[src/rtl/dfr_pkg.sv]
`default_nettype none
package dfr_pkg;

  localparam int unsigned ALIAS_W     = 12;
  localparam int unsigned CNT_W       = 4;
  localparam int unsigned WORD_W      = 64;
  localparam logic [CNT_W-1:0]   FRAME_BYTES   = 4'd8;
  localparam logic [CNT_W-1:0]   REJECT_BYTES  = 4'd2;
  localparam logic [15:0]        REJECT_CODE   = 16'h1000;
  localparam logic [ALIAS_W-1:0] OWN_ALIAS_RST = 12'd1;

  typedef enum logic [1:0] {
    KIND_SINGLE = 2'd0,
    KIND_FIRST  = 2'd1,
    KIND_MIDDLE = 2'd2,
    KIND_FINAL  = 2'd3
  } frame_kind_e;

  typedef enum logic [1:0] {
    REPLY_ACK    = 2'd0,
    REPLY_REJECT = 2'd1,
    REPLY_DATA   = 2'd2
  } reply_kind_e;

  typedef enum logic [2:0] {
    ST_IDLE,
    ST_DECIDE,
    ST_WRITE,
    ST_ACK,
    ST_READ,
    ST_WORD,
    ST_REJECT
  } state_e;

  // Bookkeeping update applied once per frame
  typedef enum logic [2:0] {
    OP_NONE,
    OP_FIRST,
    OP_APPEND,
    OP_CLOSE,
    OP_SINGLE,
    OP_REJECT
  } dp_op_e;

  typedef struct packed {
    logic        capture;
    dp_op_e      op;
    logic        wr_step;
    logic        rd_init;
    logic        word_init;
    logic        rd_issue;
    logic        out_load;
    reply_kind_e out_sel;
  } dfr_cmd_t;

  typedef struct packed {
    logic        hit;
    frame_kind_e kind;
    logic        active;
    logic        holder_hit;
    logic        overflow;
    logic        wr_done;
    logic        issue_done;
    logic        all_read;
    logic        empty;
    logic        out_free;
  } dfr_status_t;

endpackage
`default_nettype wire

[src/rtl/dfr_ctrl.sv]
`default_nettype none
module dfr_ctrl (
  input  wire logic                 clk_i,
  input  wire logic                 rst_ni,
  input  wire logic                 s_valid_i,
  output logic                      s_ready_o,
  input  wire dfr_pkg::dfr_status_t status_i,
  output dfr_pkg::dfr_cmd_t         cmd_o
);
  import dfr_pkg::*;

  state_e state_q, state_d;
  logic   emit_q, emit_d;

  // State register
  always_ff @(posedge clk_i or negedge rst_ni) begin
    if (!rst_ni) begin
      state_q <= ST_IDLE;
      emit_q  <= 1'b0;
    end else begin
      state_q <= state_d;
      emit_q  <= emit_d;
    end
  end

  // Next state and commands
  always_comb begin
    state_d           = state_q;
    emit_d            = emit_q;
    s_ready_o         = 1'b0;
    cmd_o.capture     = 1'b0;
    cmd_o.op          = OP_NONE;
    cmd_o.wr_step     = 1'b0;
    cmd_o.rd_init     = 1'b0;
    cmd_o.word_init   = 1'b0;
    cmd_o.rd_issue    = 1'b0;
    cmd_o.out_load    = 1'b0;
    cmd_o.out_sel     = REPLY_ACK;
    case (state_q)
      ST_IDLE: begin
        s_ready_o = 1'b1;
        if (s_valid_i) begin
          cmd_o.capture = 1'b1;
          state_d       = ST_DECIDE;
        end
      end
      ST_DECIDE: begin
        state_d = ST_IDLE;
        emit_d  = 1'b0;
        if (status_i.hit) begin
          case (status_i.kind)
            KIND_SINGLE: begin
              cmd_o.op = OP_SINGLE;
              emit_d   = 1'b1;
              state_d  = ST_WRITE;
            end
            KIND_FIRST: begin
              cmd_o.op = OP_FIRST;
              state_d  = ST_WRITE;
            end
            KIND_MIDDLE: begin
              if (status_i.active && status_i.holder_hit) begin
                if (status_i.overflow) begin
                  cmd_o.op = OP_REJECT;
                  state_d  = ST_REJECT;
                end else begin
                  cmd_o.op = OP_APPEND;
                  state_d  = ST_WRITE;
                end
              end
            end
            KIND_FINAL: begin
              // stray final frame is a datagram of its own
              if (!status_i.active) begin
                cmd_o.op = OP_SINGLE;
                emit_d   = 1'b1;
                state_d  = ST_WRITE;
              end else if (status_i.holder_hit) begin
                if (status_i.overflow) begin
                  cmd_o.op = OP_REJECT;
                  state_d  = ST_REJECT;
                end else begin
                  cmd_o.op = OP_CLOSE;
                  emit_d   = 1'b1;
                  state_d  = ST_WRITE;
                end
              end
            end
            default: state_d = ST_IDLE;
          endcase
        end
      end
      ST_WRITE: begin
        if (status_i.wr_done) begin
          state_d = emit_q ? ST_ACK : ST_IDLE;
        end else begin
          cmd_o.wr_step = 1'b1;
        end
      end
      ST_ACK: begin
        if (status_i.out_free) begin
          cmd_o.out_load = 1'b1;
          cmd_o.out_sel  = REPLY_ACK;
          cmd_o.rd_init  = 1'b1;
          state_d        = status_i.empty ? ST_IDLE : ST_READ;
        end
      end
      ST_READ: begin
        if (status_i.issue_done) begin
          state_d = ST_WORD;
        end else begin
          cmd_o.rd_issue = 1'b1;
        end
      end
      ST_WORD: begin
        if (status_i.out_free) begin
          cmd_o.out_load  = 1'b1;
          cmd_o.out_sel   = REPLY_DATA;
          cmd_o.word_init = 1'b1;
          state_d         = status_i.all_read ? ST_IDLE : ST_READ;
        end
      end
      ST_REJECT: begin
        if (status_i.out_free) begin
          cmd_o.out_load = 1'b1;
          cmd_o.out_sel  = REPLY_REJECT;
          state_d        = ST_IDLE;
        end
      end
      default: state_d = ST_IDLE;
    endcase
  end

endmodule
`default_nettype wire

[src/rtl/dfr_datapath.sv]
`default_nettype none
module dfr_datapath #(
  parameter int unsigned MAX_DATAGRAM_BYTES = 72
) (
  input  wire logic                                   clk_i,
  input  wire logic                                   rst_ni,
  // captured frame fields
  input  wire dfr_pkg::frame_kind_e                   frame_kind_i,
  input  wire logic [dfr_pkg::ALIAS_W-1:0]            source_alias_i,
  input  wire logic [dfr_pkg::ALIAS_W-1:0]            dest_alias_i,
  input  wire logic [dfr_pkg::CNT_W-1:0]              byte_count_i,
  input  wire logic [dfr_pkg::WORD_W-1:0]             payload_i,
  // own alias register
  input  wire logic                                   cfg_we_i,
  input  wire logic [dfr_pkg::ALIAS_W-1:0]            cfg_alias_i,
  // result register
  output dfr_pkg::reply_kind_e                        reply_kind_o,
  output logic [dfr_pkg::ALIAS_W-1:0]                 peer_alias_o,
  output logic [dfr_pkg::WORD_W-1:0]                  data_word_o,
  output logic [dfr_pkg::CNT_W-1:0]                   valid_bytes_o,
  output logic                                        last_o,
  output logic                                        out_valid_o,
  input  wire logic                                   out_ready_i,
  // controller link
  input  wire dfr_pkg::dfr_cmd_t                      cmd_i,
  output dfr_pkg::dfr_status_t                        status_o
);
  import dfr_pkg::*;

  localparam int unsigned LEN_W  = $clog2(MAX_DATAGRAM_BYTES + 1);
  localparam int unsigned ADDR_W = $clog2(MAX_DATAGRAM_BYTES);
  localparam logic [LEN_W:0] MAX_LEN = (LEN_W + 1)'(MAX_DATAGRAM_BYTES);

  // frame register
  frame_kind_e          kind_q;
  logic [ALIAS_W-1:0]   src_q, dst_q;
  logic [CNT_W-1:0]     cnt_q;
  logic [WORD_W-1:0]    payload_q;

  // datagram bookkeeping
  logic [ALIAS_W-1:0]   own_alias_q;
  logic                 assembling_q;
  logic [ALIAS_W-1:0]   holder_q;
  logic [LEN_W-1:0]     held_len_q;
  logic [LEN_W-1:0]     base_q;
  logic [CNT_W-1:0]     wr_idx_q;

  // readout
  logic [LEN_W-1:0]     rd_pos_q;
  logic [CNT_W-1:0]     wcnt_q;
  logic [2:0]           lane_q;
  logic                 rd_pend_q;
  logic [WORD_W-1:0]    word_q;
  logic [7:0]           rd_data_q;

  // result register
  reply_kind_e          out_kind_q;
  logic [ALIAS_W-1:0]   out_peer_q;
  logic [WORD_W-1:0]    out_word_q;
  logic [CNT_W-1:0]     out_nbytes_q;
  logic                 out_last_q;
  logic                 out_valid_q;

  logic [7:0]           store_q [MAX_DATAGRAM_BYTES];

  logic [LEN_W:0]       sum_len;
  logic [LEN_W-1:0]     new_len;
  logic [LEN_W-1:0]     wr_addr;
  logic [7:0]           wr_byte;
  logic                 out_free;

  assign sum_len  = {1'b0, held_len_q} + (LEN_W + 1)'(cnt_q);
  assign new_len  = sum_len[LEN_W-1:0];
  assign wr_addr  = base_q + LEN_W'(wr_idx_q);
  assign wr_byte  = payload_q[{~wr_idx_q[2:0], 3'b000} +: 8];
  assign out_free = !out_valid_q || out_ready_i;

  // Status to the controller
  always_comb begin
    status_o.hit        = (dst_q == own_alias_q);
    status_o.kind       = kind_q;
    status_o.active     = assembling_q;
    status_o.holder_hit = (holder_q == src_q);
    status_o.overflow   = (sum_len > MAX_LEN);
    status_o.wr_done    = (wr_idx_q == cnt_q);
    status_o.issue_done = (wcnt_q == FRAME_BYTES) || (rd_pos_q == held_len_q);
    status_o.all_read   = (rd_pos_q == held_len_q);
    status_o.empty      = (held_len_q == '0);
    status_o.out_free   = out_free;
  end

  // Frame capture, count clamped to eight
  always_ff @(posedge clk_i) begin
    if (cmd_i.capture) begin
      kind_q    <= frame_kind_i;
      src_q     <= source_alias_i;
      dst_q     <= dest_alias_i;
      cnt_q     <= (byte_count_i > FRAME_BYTES) ? FRAME_BYTES : byte_count_i;
      payload_q <= payload_i;
    end
  end

  // Own alias register
  always_ff @(posedge clk_i or negedge rst_ni) begin
    if (!rst_ni) begin
      own_alias_q <= OWN_ALIAS_RST;
    end else if (cfg_we_i) begin
      own_alias_q <= cfg_alias_i;
    end
  end

  // Datagram state
  always_ff @(posedge clk_i or negedge rst_ni) begin
    if (!rst_ni) begin
      assembling_q <= 1'b0;
      holder_q     <= '0;
      held_len_q   <= '0;
    end else begin
      case (cmd_i.op)
        OP_FIRST: begin
          holder_q     <= src_q;
          assembling_q <= 1'b1;
          held_len_q   <= LEN_W'(cnt_q);
        end
        OP_APPEND: held_len_q <= new_len;
        OP_CLOSE: begin
          held_len_q   <= new_len;
          assembling_q <= 1'b0;
        end
        OP_SINGLE: begin
          held_len_q   <= LEN_W'(cnt_q);
          assembling_q <= 1'b0;
        end
        OP_REJECT: assembling_q <= 1'b0;
        default: ;
      endcase
    end
  end

  // Write pointer: frame goes in at the end of the held bytes, or at zero
  always_ff @(posedge clk_i) begin
    if (cmd_i.op != OP_NONE) begin
      wr_idx_q <= '0;
      base_q   <= (cmd_i.op == OP_APPEND || cmd_i.op == OP_CLOSE) ? held_len_q : '0;
    end else if (cmd_i.wr_step) begin
      wr_idx_q <= wr_idx_q + 1'b1;
    end
  end

  // Byte store, one write and one registered read per cycle
  always_ff @(posedge clk_i) begin
    if (cmd_i.wr_step) begin
      store_q[wr_addr[ADDR_W-1:0]] <= wr_byte;
    end
    rd_data_q <= store_q[rd_pos_q[ADDR_W-1:0]];
  end

  // Readout: one byte per cycle while reads are issued, into its lane of the word
  always_ff @(posedge clk_i or negedge rst_ni) begin
    if (!rst_ni) begin
      rd_pend_q <= 1'b0;
    end else begin
      rd_pend_q <= cmd_i.rd_issue;
    end
  end

  always_ff @(posedge clk_i) begin
    if (cmd_i.rd_init) begin
      rd_pos_q <= '0;
    end else if (cmd_i.rd_issue) begin
      rd_pos_q <= rd_pos_q + 1'b1;
    end
    if (cmd_i.rd_init || cmd_i.word_init) begin
      wcnt_q <= '0;
      word_q <= '0;
    end else begin
      if (cmd_i.rd_issue) begin
        wcnt_q <= wcnt_q + 1'b1;
        lane_q <= wcnt_q[2:0];
      end
      if (rd_pend_q) begin
        word_q[{~lane_q, 3'b000} +: 8] <= rd_data_q;
      end
    end
  end

  // Result register
  always_ff @(posedge clk_i or negedge rst_ni) begin
    if (!rst_ni) begin
      out_valid_q <= 1'b0;
    end else if (cmd_i.out_load) begin
      out_valid_q <= 1'b1;
    end else if (out_ready_i) begin
      out_valid_q <= 1'b0;
    end
  end

  always_ff @(posedge clk_i) begin
    if (cmd_i.out_load) begin
      out_kind_q <= cmd_i.out_sel;
      out_peer_q <= src_q;
      case (cmd_i.out_sel)
        REPLY_ACK: begin
          out_word_q   <= '0;
          out_nbytes_q <= '0;
          out_last_q   <= (held_len_q == '0);
        end
        REPLY_REJECT: begin
          out_word_q   <= {REJECT_CODE, {(WORD_W - 16){1'b0}}};
          out_nbytes_q <= REJECT_BYTES;
          out_last_q   <= 1'b1;
        end
        default: begin
          out_word_q   <= word_q;
          out_nbytes_q <= wcnt_q;
          out_last_q   <= (rd_pos_q == held_len_q);
        end
      endcase
    end
  end

  assign reply_kind_o  = out_kind_q;
  assign peer_alias_o  = out_peer_q;
  assign data_word_o   = out_word_q;
  assign valid_bytes_o = out_nbytes_q;
  assign last_o        = out_last_q;
  assign out_valid_o   = out_valid_q;

endmodule
`default_nettype wire

[src/rtl/datagram_frame_reassembler.sv]
// Channel     Dir  Signals                              Content
// s_axis      in   tvalid tready tdata[95:0] tuser[1:0] decoded datagram frame
// m_axis      out  tvalid tready tdata[79:0] tuser[1:0] ack, reject or data word
//                  tlast                                last result of a frame
// cfg         in   cfg_valid_i cfg_ready_o cfg_data_i   own alias write
//
// One frame at a time: accept, decide, then write the payload bytes one by
// one into the byte store (single write port) and finish the write. A
// completed datagram adds an ack and a readout (a store read per byte, then
// a settle step and a word load per word); both wait while m_axis stalls.
// Reset clears the datagram state; the store holds no reset value. The
// result register lets a new frame in while the last result still waits.
`default_nettype none
module datagram_frame_reassembler #(
  parameter int unsigned MAX_DATAGRAM_BYTES = 72
) (
  input  wire logic        clk_i,
  input  wire logic        rst_ni,
  // frame in
  input  wire logic        s_axis_tvalid,
  output logic             s_axis_tready,
  // [11:0] source_alias, [23:12] dest_alias, [27:24] byte_count,
  // [91:28] payload, [95:92] zero
  input  wire logic [95:0] s_axis_tdata,
  // [1:0] frame_kind
  input  wire logic [1:0]  s_axis_tuser,
  // results out
  output logic             m_axis_tvalid,
  input  wire logic        m_axis_tready,
  // [11:0] peer_alias, [75:12] data_word, [79:76] valid_bytes
  output logic [79:0]      m_axis_tdata,
  // [1:0] reply_kind
  output logic [1:0]       m_axis_tuser,
  output logic             m_axis_tlast,
  // own alias write
  input  wire logic        cfg_valid_i,
  output logic             cfg_ready_o,
  input  wire logic [11:0] cfg_data_i
);
  import dfr_pkg::*;

  dfr_cmd_t              cmd;
  dfr_status_t           status;
  reply_kind_e           reply_kind;
  logic [ALIAS_W-1:0]    peer_alias;
  logic [WORD_W-1:0]     data_word;
  logic [CNT_W-1:0]      valid_bytes;

  assign cfg_ready_o = 1'b1;

  dfr_ctrl u_ctrl (
    .clk_i     (clk_i),
    .rst_ni    (rst_ni),
    .s_valid_i (s_axis_tvalid),
    .s_ready_o (s_axis_tready),
    .status_i  (status),
    .cmd_o     (cmd)
  );

  dfr_datapath #(
    .MAX_DATAGRAM_BYTES (MAX_DATAGRAM_BYTES)
  ) u_datapath (
    .clk_i          (clk_i),
    .rst_ni         (rst_ni),
    .frame_kind_i   (frame_kind_e'(s_axis_tuser)),
    .source_alias_i (s_axis_tdata[11:0]),
    .dest_alias_i   (s_axis_tdata[23:12]),
    .byte_count_i   (s_axis_tdata[27:24]),
    .payload_i      (s_axis_tdata[91:28]),
    .cfg_we_i       (cfg_valid_i),
    .cfg_alias_i    (cfg_data_i),
    .reply_kind_o   (reply_kind),
    .peer_alias_o   (peer_alias),
    .data_word_o    (data_word),
    .valid_bytes_o  (valid_bytes),
    .last_o         (m_axis_tlast),
    .out_valid_o    (m_axis_tvalid),
    .out_ready_i    (m_axis_tready),
    .cmd_i          (cmd),
    .status_o       (status)
  );

  assign m_axis_tdata = {valid_bytes, data_word, peer_alias};
  assign m_axis_tuser = reply_kind;

endmodule
`default_nettype wire

[config.mk]
export PLATFORM = sky130hd
export DESIGN_NAME = datagram_frame_reassembler
export DESIGN_NICKNAME = d
export VERILOG_FILES = /design/src/rtl/dfr_pkg.sv /design/src/rtl/dfr_ctrl.sv /design/src/rtl/dfr_datapath.sv /design/src/rtl/datagram_frame_reassembler.sv
export SDC_FILE = /design/constraint.sdc
export NUM_CORES = 1
export LEC_CHECK = 0
export BUFFER_PORTS_ARGS = -buffer_cell sky130_fd_sc_hd__buf_4
export CELL_PAD_IN_SITES_DETAIL_PLACEMENT = 0
export CELL_PAD_IN_SITES_GLOBAL_PLACEMENT = 1
export CORE_ASPECT_RATIO = 0.8
export CORE_MARGIN = 2
export CORE_UTILIZATION = 25
export CTS_CLUSTER_DIAMETER = 50
export DETAILED_ROUTE_END_ITERATION = 12
export PLACE_DENSITY = 0.45
export SETUP_SLACK_MARGIN = 0.2
export SYNTH_ARGS = -nofsm -noshare
export SYNTH_HDL_FRONTEND = slang
export SYNTH_SLANG_ARGS = --single-unit
export TNS_END_PERCENT = 50
[constraint.sdc]
create_clock -name clk_i -period 5.1 [get_ports clk_i]
set_clock_uncertainty 0.05 [all_clocks]
set_input_delay 1.02 -clock clk_i [delete_from_list [all_inputs] [get_ports clk_i]]
set_output_delay 1.02 -clock clk_i [all_outputs]
set_load 0.01 [all_outputs]
==> summary.md <==
| Metric | Value |
|---|---|
| # setup viols final | 0 |
| Chip Width | 421 um |
| Levels on crit path | 11 |
| Synth Cell Area | 34800 um^2 |
| CP bufs+invs | 1 |
| Fillers | 13600 |
| Global route overflow | 0 |
| Die ar. | 142000 um^2 |
| Sequential cell area | 25600 um^2 |
| Most common cell in the netlist | edfxtp_1 |
| Final Non-Filler Cells | 4073 |
| Clk_lat worst skew | 0.71 ns |
| Max stage delay cell, worst path | nor3b_1 |
| CTS tree | yes |
| DRC viols | 0 |
| Hold Vio Cnt, Final | 0 |
| Crit path max-delay family | simple AND/OR/NAND/NOR gates |
| Via count of the routed design | 17600 |
| Unrepaired setup endpoints after global routing | no |
| YS warnings | 0 |
| Routed WL | 88800 um |
| Leading cell types by count after synthesis | edfxtp_1, mux4_2, nor2_1 |
| Power density cells | 418 nW/um^2 |
| Starting Density | 25.2% |
| Htree depth | 3 |
| Ys async rst share | 4.28% |
| Primary FF master, synth | edfxtp_1 |
| Share of cells above drive strength 1 | 31.6% |
| Dpl cells | 3877 |
| Drt pass-1 iters | 5 |
| Vias in the first global route | 18400 |
| Slew HR | 32.9% |
| Cts repair resizes | 0 |
| Leading cell types by total area after synthesis | edfxtp_1, mux4_2, dfxtp_1, dfrtp_1, mux2i_1 |
| Type of the most critical hold path | input port to asynchronous set/reset pin |
| Layout area overhead | 22.4% |
| Path depth of the worst reg2reg path | 11 |
| Area leader, netlist | edfxtp_1 |
| # rows | 122 |
| Final Max Slew Viols | 0 |
| Port bufs | 195 |
| Post-synthesis sequential area ratio | 73.6% |
| GRT Total Usage | 12.3% |
| Crit path from | u_datapath.held_len_q[0]$_DFFE_PN0P_ |
| Crit Path Class | register to register |
| Crit path launch type | register |
| Clk root buf | clkbuf_16 |
| Minimum clock period | 4.06 ns |
| Largest net degree at the start of global routing | 73 |
| Dpl ws | 1.16 ns |
| Reg clk slew, reported paths | 0.06 ns |
| Worst vdd ir | 270 uV |
| Die H | 338 um |
| LEAKAGE | 14.3 nW |
| Wirelength per Cell | 21.8 um |
| Post-layout util | 30.8% |
| Vias per std cell | 4.33 |
| Yosys reg bits | 888 |
| Final worst slack | 1.04 ns |
| FF-to-FF Start | u_datapath.held_len_q[0]$_DFFE_PN0P_ |
| Clock Path Buffers | 3 |
| Setup_tns | 0 ns |
| Top cell type's share of synthesized area | 65.8% |
| # IOs | 201 |
| Cells along the critical path | ha_1 -> fa_1 -> xor2_1 -> nor3_1 -> nor4_1 -> nor3b_1 -> o32ai_2 -> or3_4 -> nor2_2 -> buf_4 -> mux2_2 |
| Critical path data required time | 5.61 ns |
| Hold_buf cts | 0 |
| Syn Nets | 1973 |
| Outcome | completed |
| Maxcap violations | 0 |
| Post-Syn Instances | 1839 |
| Setup crit end kind | register |
| Cts bufs inserted | 106 |
| Initial DRC count | 1330 |
| Crit-path max cell delay | 0.63 ns |
| Critical Path Fanout Max | 12 |
| CTS Sinks | 888 |
| HPWL Detailed | 56300 um |
| Worst Path Arrival | 4.57 ns |
| Placeable Area | 138000 um^2 |
| Least-Margin Pin Slew | 1.00 ns |
| Multi-input gate area | 8830 um^2 |
| Mapped Avg Cell Area | 18.9 um^2 |
| Antenna violations before repair | 8 |
| Total power | 17.8 mW |
| Nets | 2259 |
| Final Cycle Share | 79.6% |
| First-pass GRT wire length | 128000 um |
| F_max | 246 MHz |
| RePlAce Congestion | 0.768 |
| EDFF count, synth | 763 |
| Final ANT Viol Nets | 0 |
| Synth unique cells | 62 |
| Post CTS Setup Buffer Count | 0 |
-- path summary, 6_finish.rpt --
check / slack (ns) / end
max: 1.04 / u_datapath.holder_q[11]$_DFFE_PN0N_
min: 0.26 / u_datapath.rd_pend_q$_DFF_PN0_
max reg2reg: 1.04 / u_datapath.holder_q[11]$_DFFE_PN0N_
min reg2reg: 0.44 / u_datapath.word_q[6]$_SDFFE_PP0P_
max in group asynchronous: 4.33 / u_datapath.own_alias_q[8]$_DFFE_PN0P_
min in group clk_i: 0.43 / u_datapath.payload_q[35]$_DFFE_PP_
-- logic make-up (layout without fill, tap and decap cells) --
kind of cell,Yosys count,after routing,share of synthesized area [%]
AOI/OAI and AO/OA,75,75,1.46
muxes,319,319,16.4
other,1,2,0.0108
buffers and inverters,103,476,1.18
DFF,888,888,73.6
adders and majority gates,19,19,0.726
xor gates and xnor gates,60,60,1.51
and+or+nand+nor,374,374,5.17
-- through the flow --
step                area, um^2  hold slack (ns)
global placement         38900            0.414
CTS                      42600            0.235
floorplan                34800            0.402
detailed placement       38900            0.422
global route             42600            0.260
finish                   42600            0.265
-- cell type report --
type	instances	area share, %
Tap cell	1860	5.46
Multi-Input combinational cell	848	20.7
Antenna cell	1	0.00587
Clock buffer	130	6.70
Inverter	11	0.0969
Sequential cell	888	60.1
Clock inverter	65	1.92
Timing Repair Buffer	270	4.99
-- cells in the final DEF (no fill, tap or decap), drive strengths merged, types with 10 or more instances in the layout --
cell and count:
mux2i 82, dfxtp 87, nor4 15, clkbuf 130, clkinv 27, ha 17
mux2 44, a21oi 24, xor2 34, dfrtp 37, edfxtp 763, nand4 10
mux4 193, nor3 11, nor2 187, nand2 32, bufinv 12, o21ai 11
inv 28, xnor2 26, buf 270, and2 74, nor2b 13
-- state kept, by name (all words and copies together) (netlist names), 4 cells and up --
register	flops
u_datapath.word_q	64
u_datapath.src_q	12
u_datapath.held_len_q	7
u_datapath.payload_q	64
u_datapath.wcnt_q	4
u_datapath.wr_idx_q	4
u_datapath.cnt_q	4
u_datapath.rd_data_q	8
u_datapath.holder_q	12
u_datapath.dst_q	12
u_datapath.base_q	7
u_datapath.store_q	576
u_datapath.data_word_o	64
u_datapath.rd_pos_q	7
u_datapath.peer_alias_o	12
u_datapath.own_alias_q	12
u_datapath.valid_bytes_o	4
-- metal layers --
metal,vias up,track usage (%),part of all wire (%)
li1,7849,-,-
met1,9238,17.6,48
met2,421,18.7,45
met3,122,3.00,5.4
met4,0,2.90,1.9
met5,-,0,0
-- report_power, final --
group	internal (mW)	leakage [nW]	switching (mW)
clock network	4.65	1.77	3.16
registers	8.66	8.15	0.197
logic	0.354	4.33	0.779
total	13.7	14.3	4.14
Note: power is estimated with default switching activity, not from simulation.
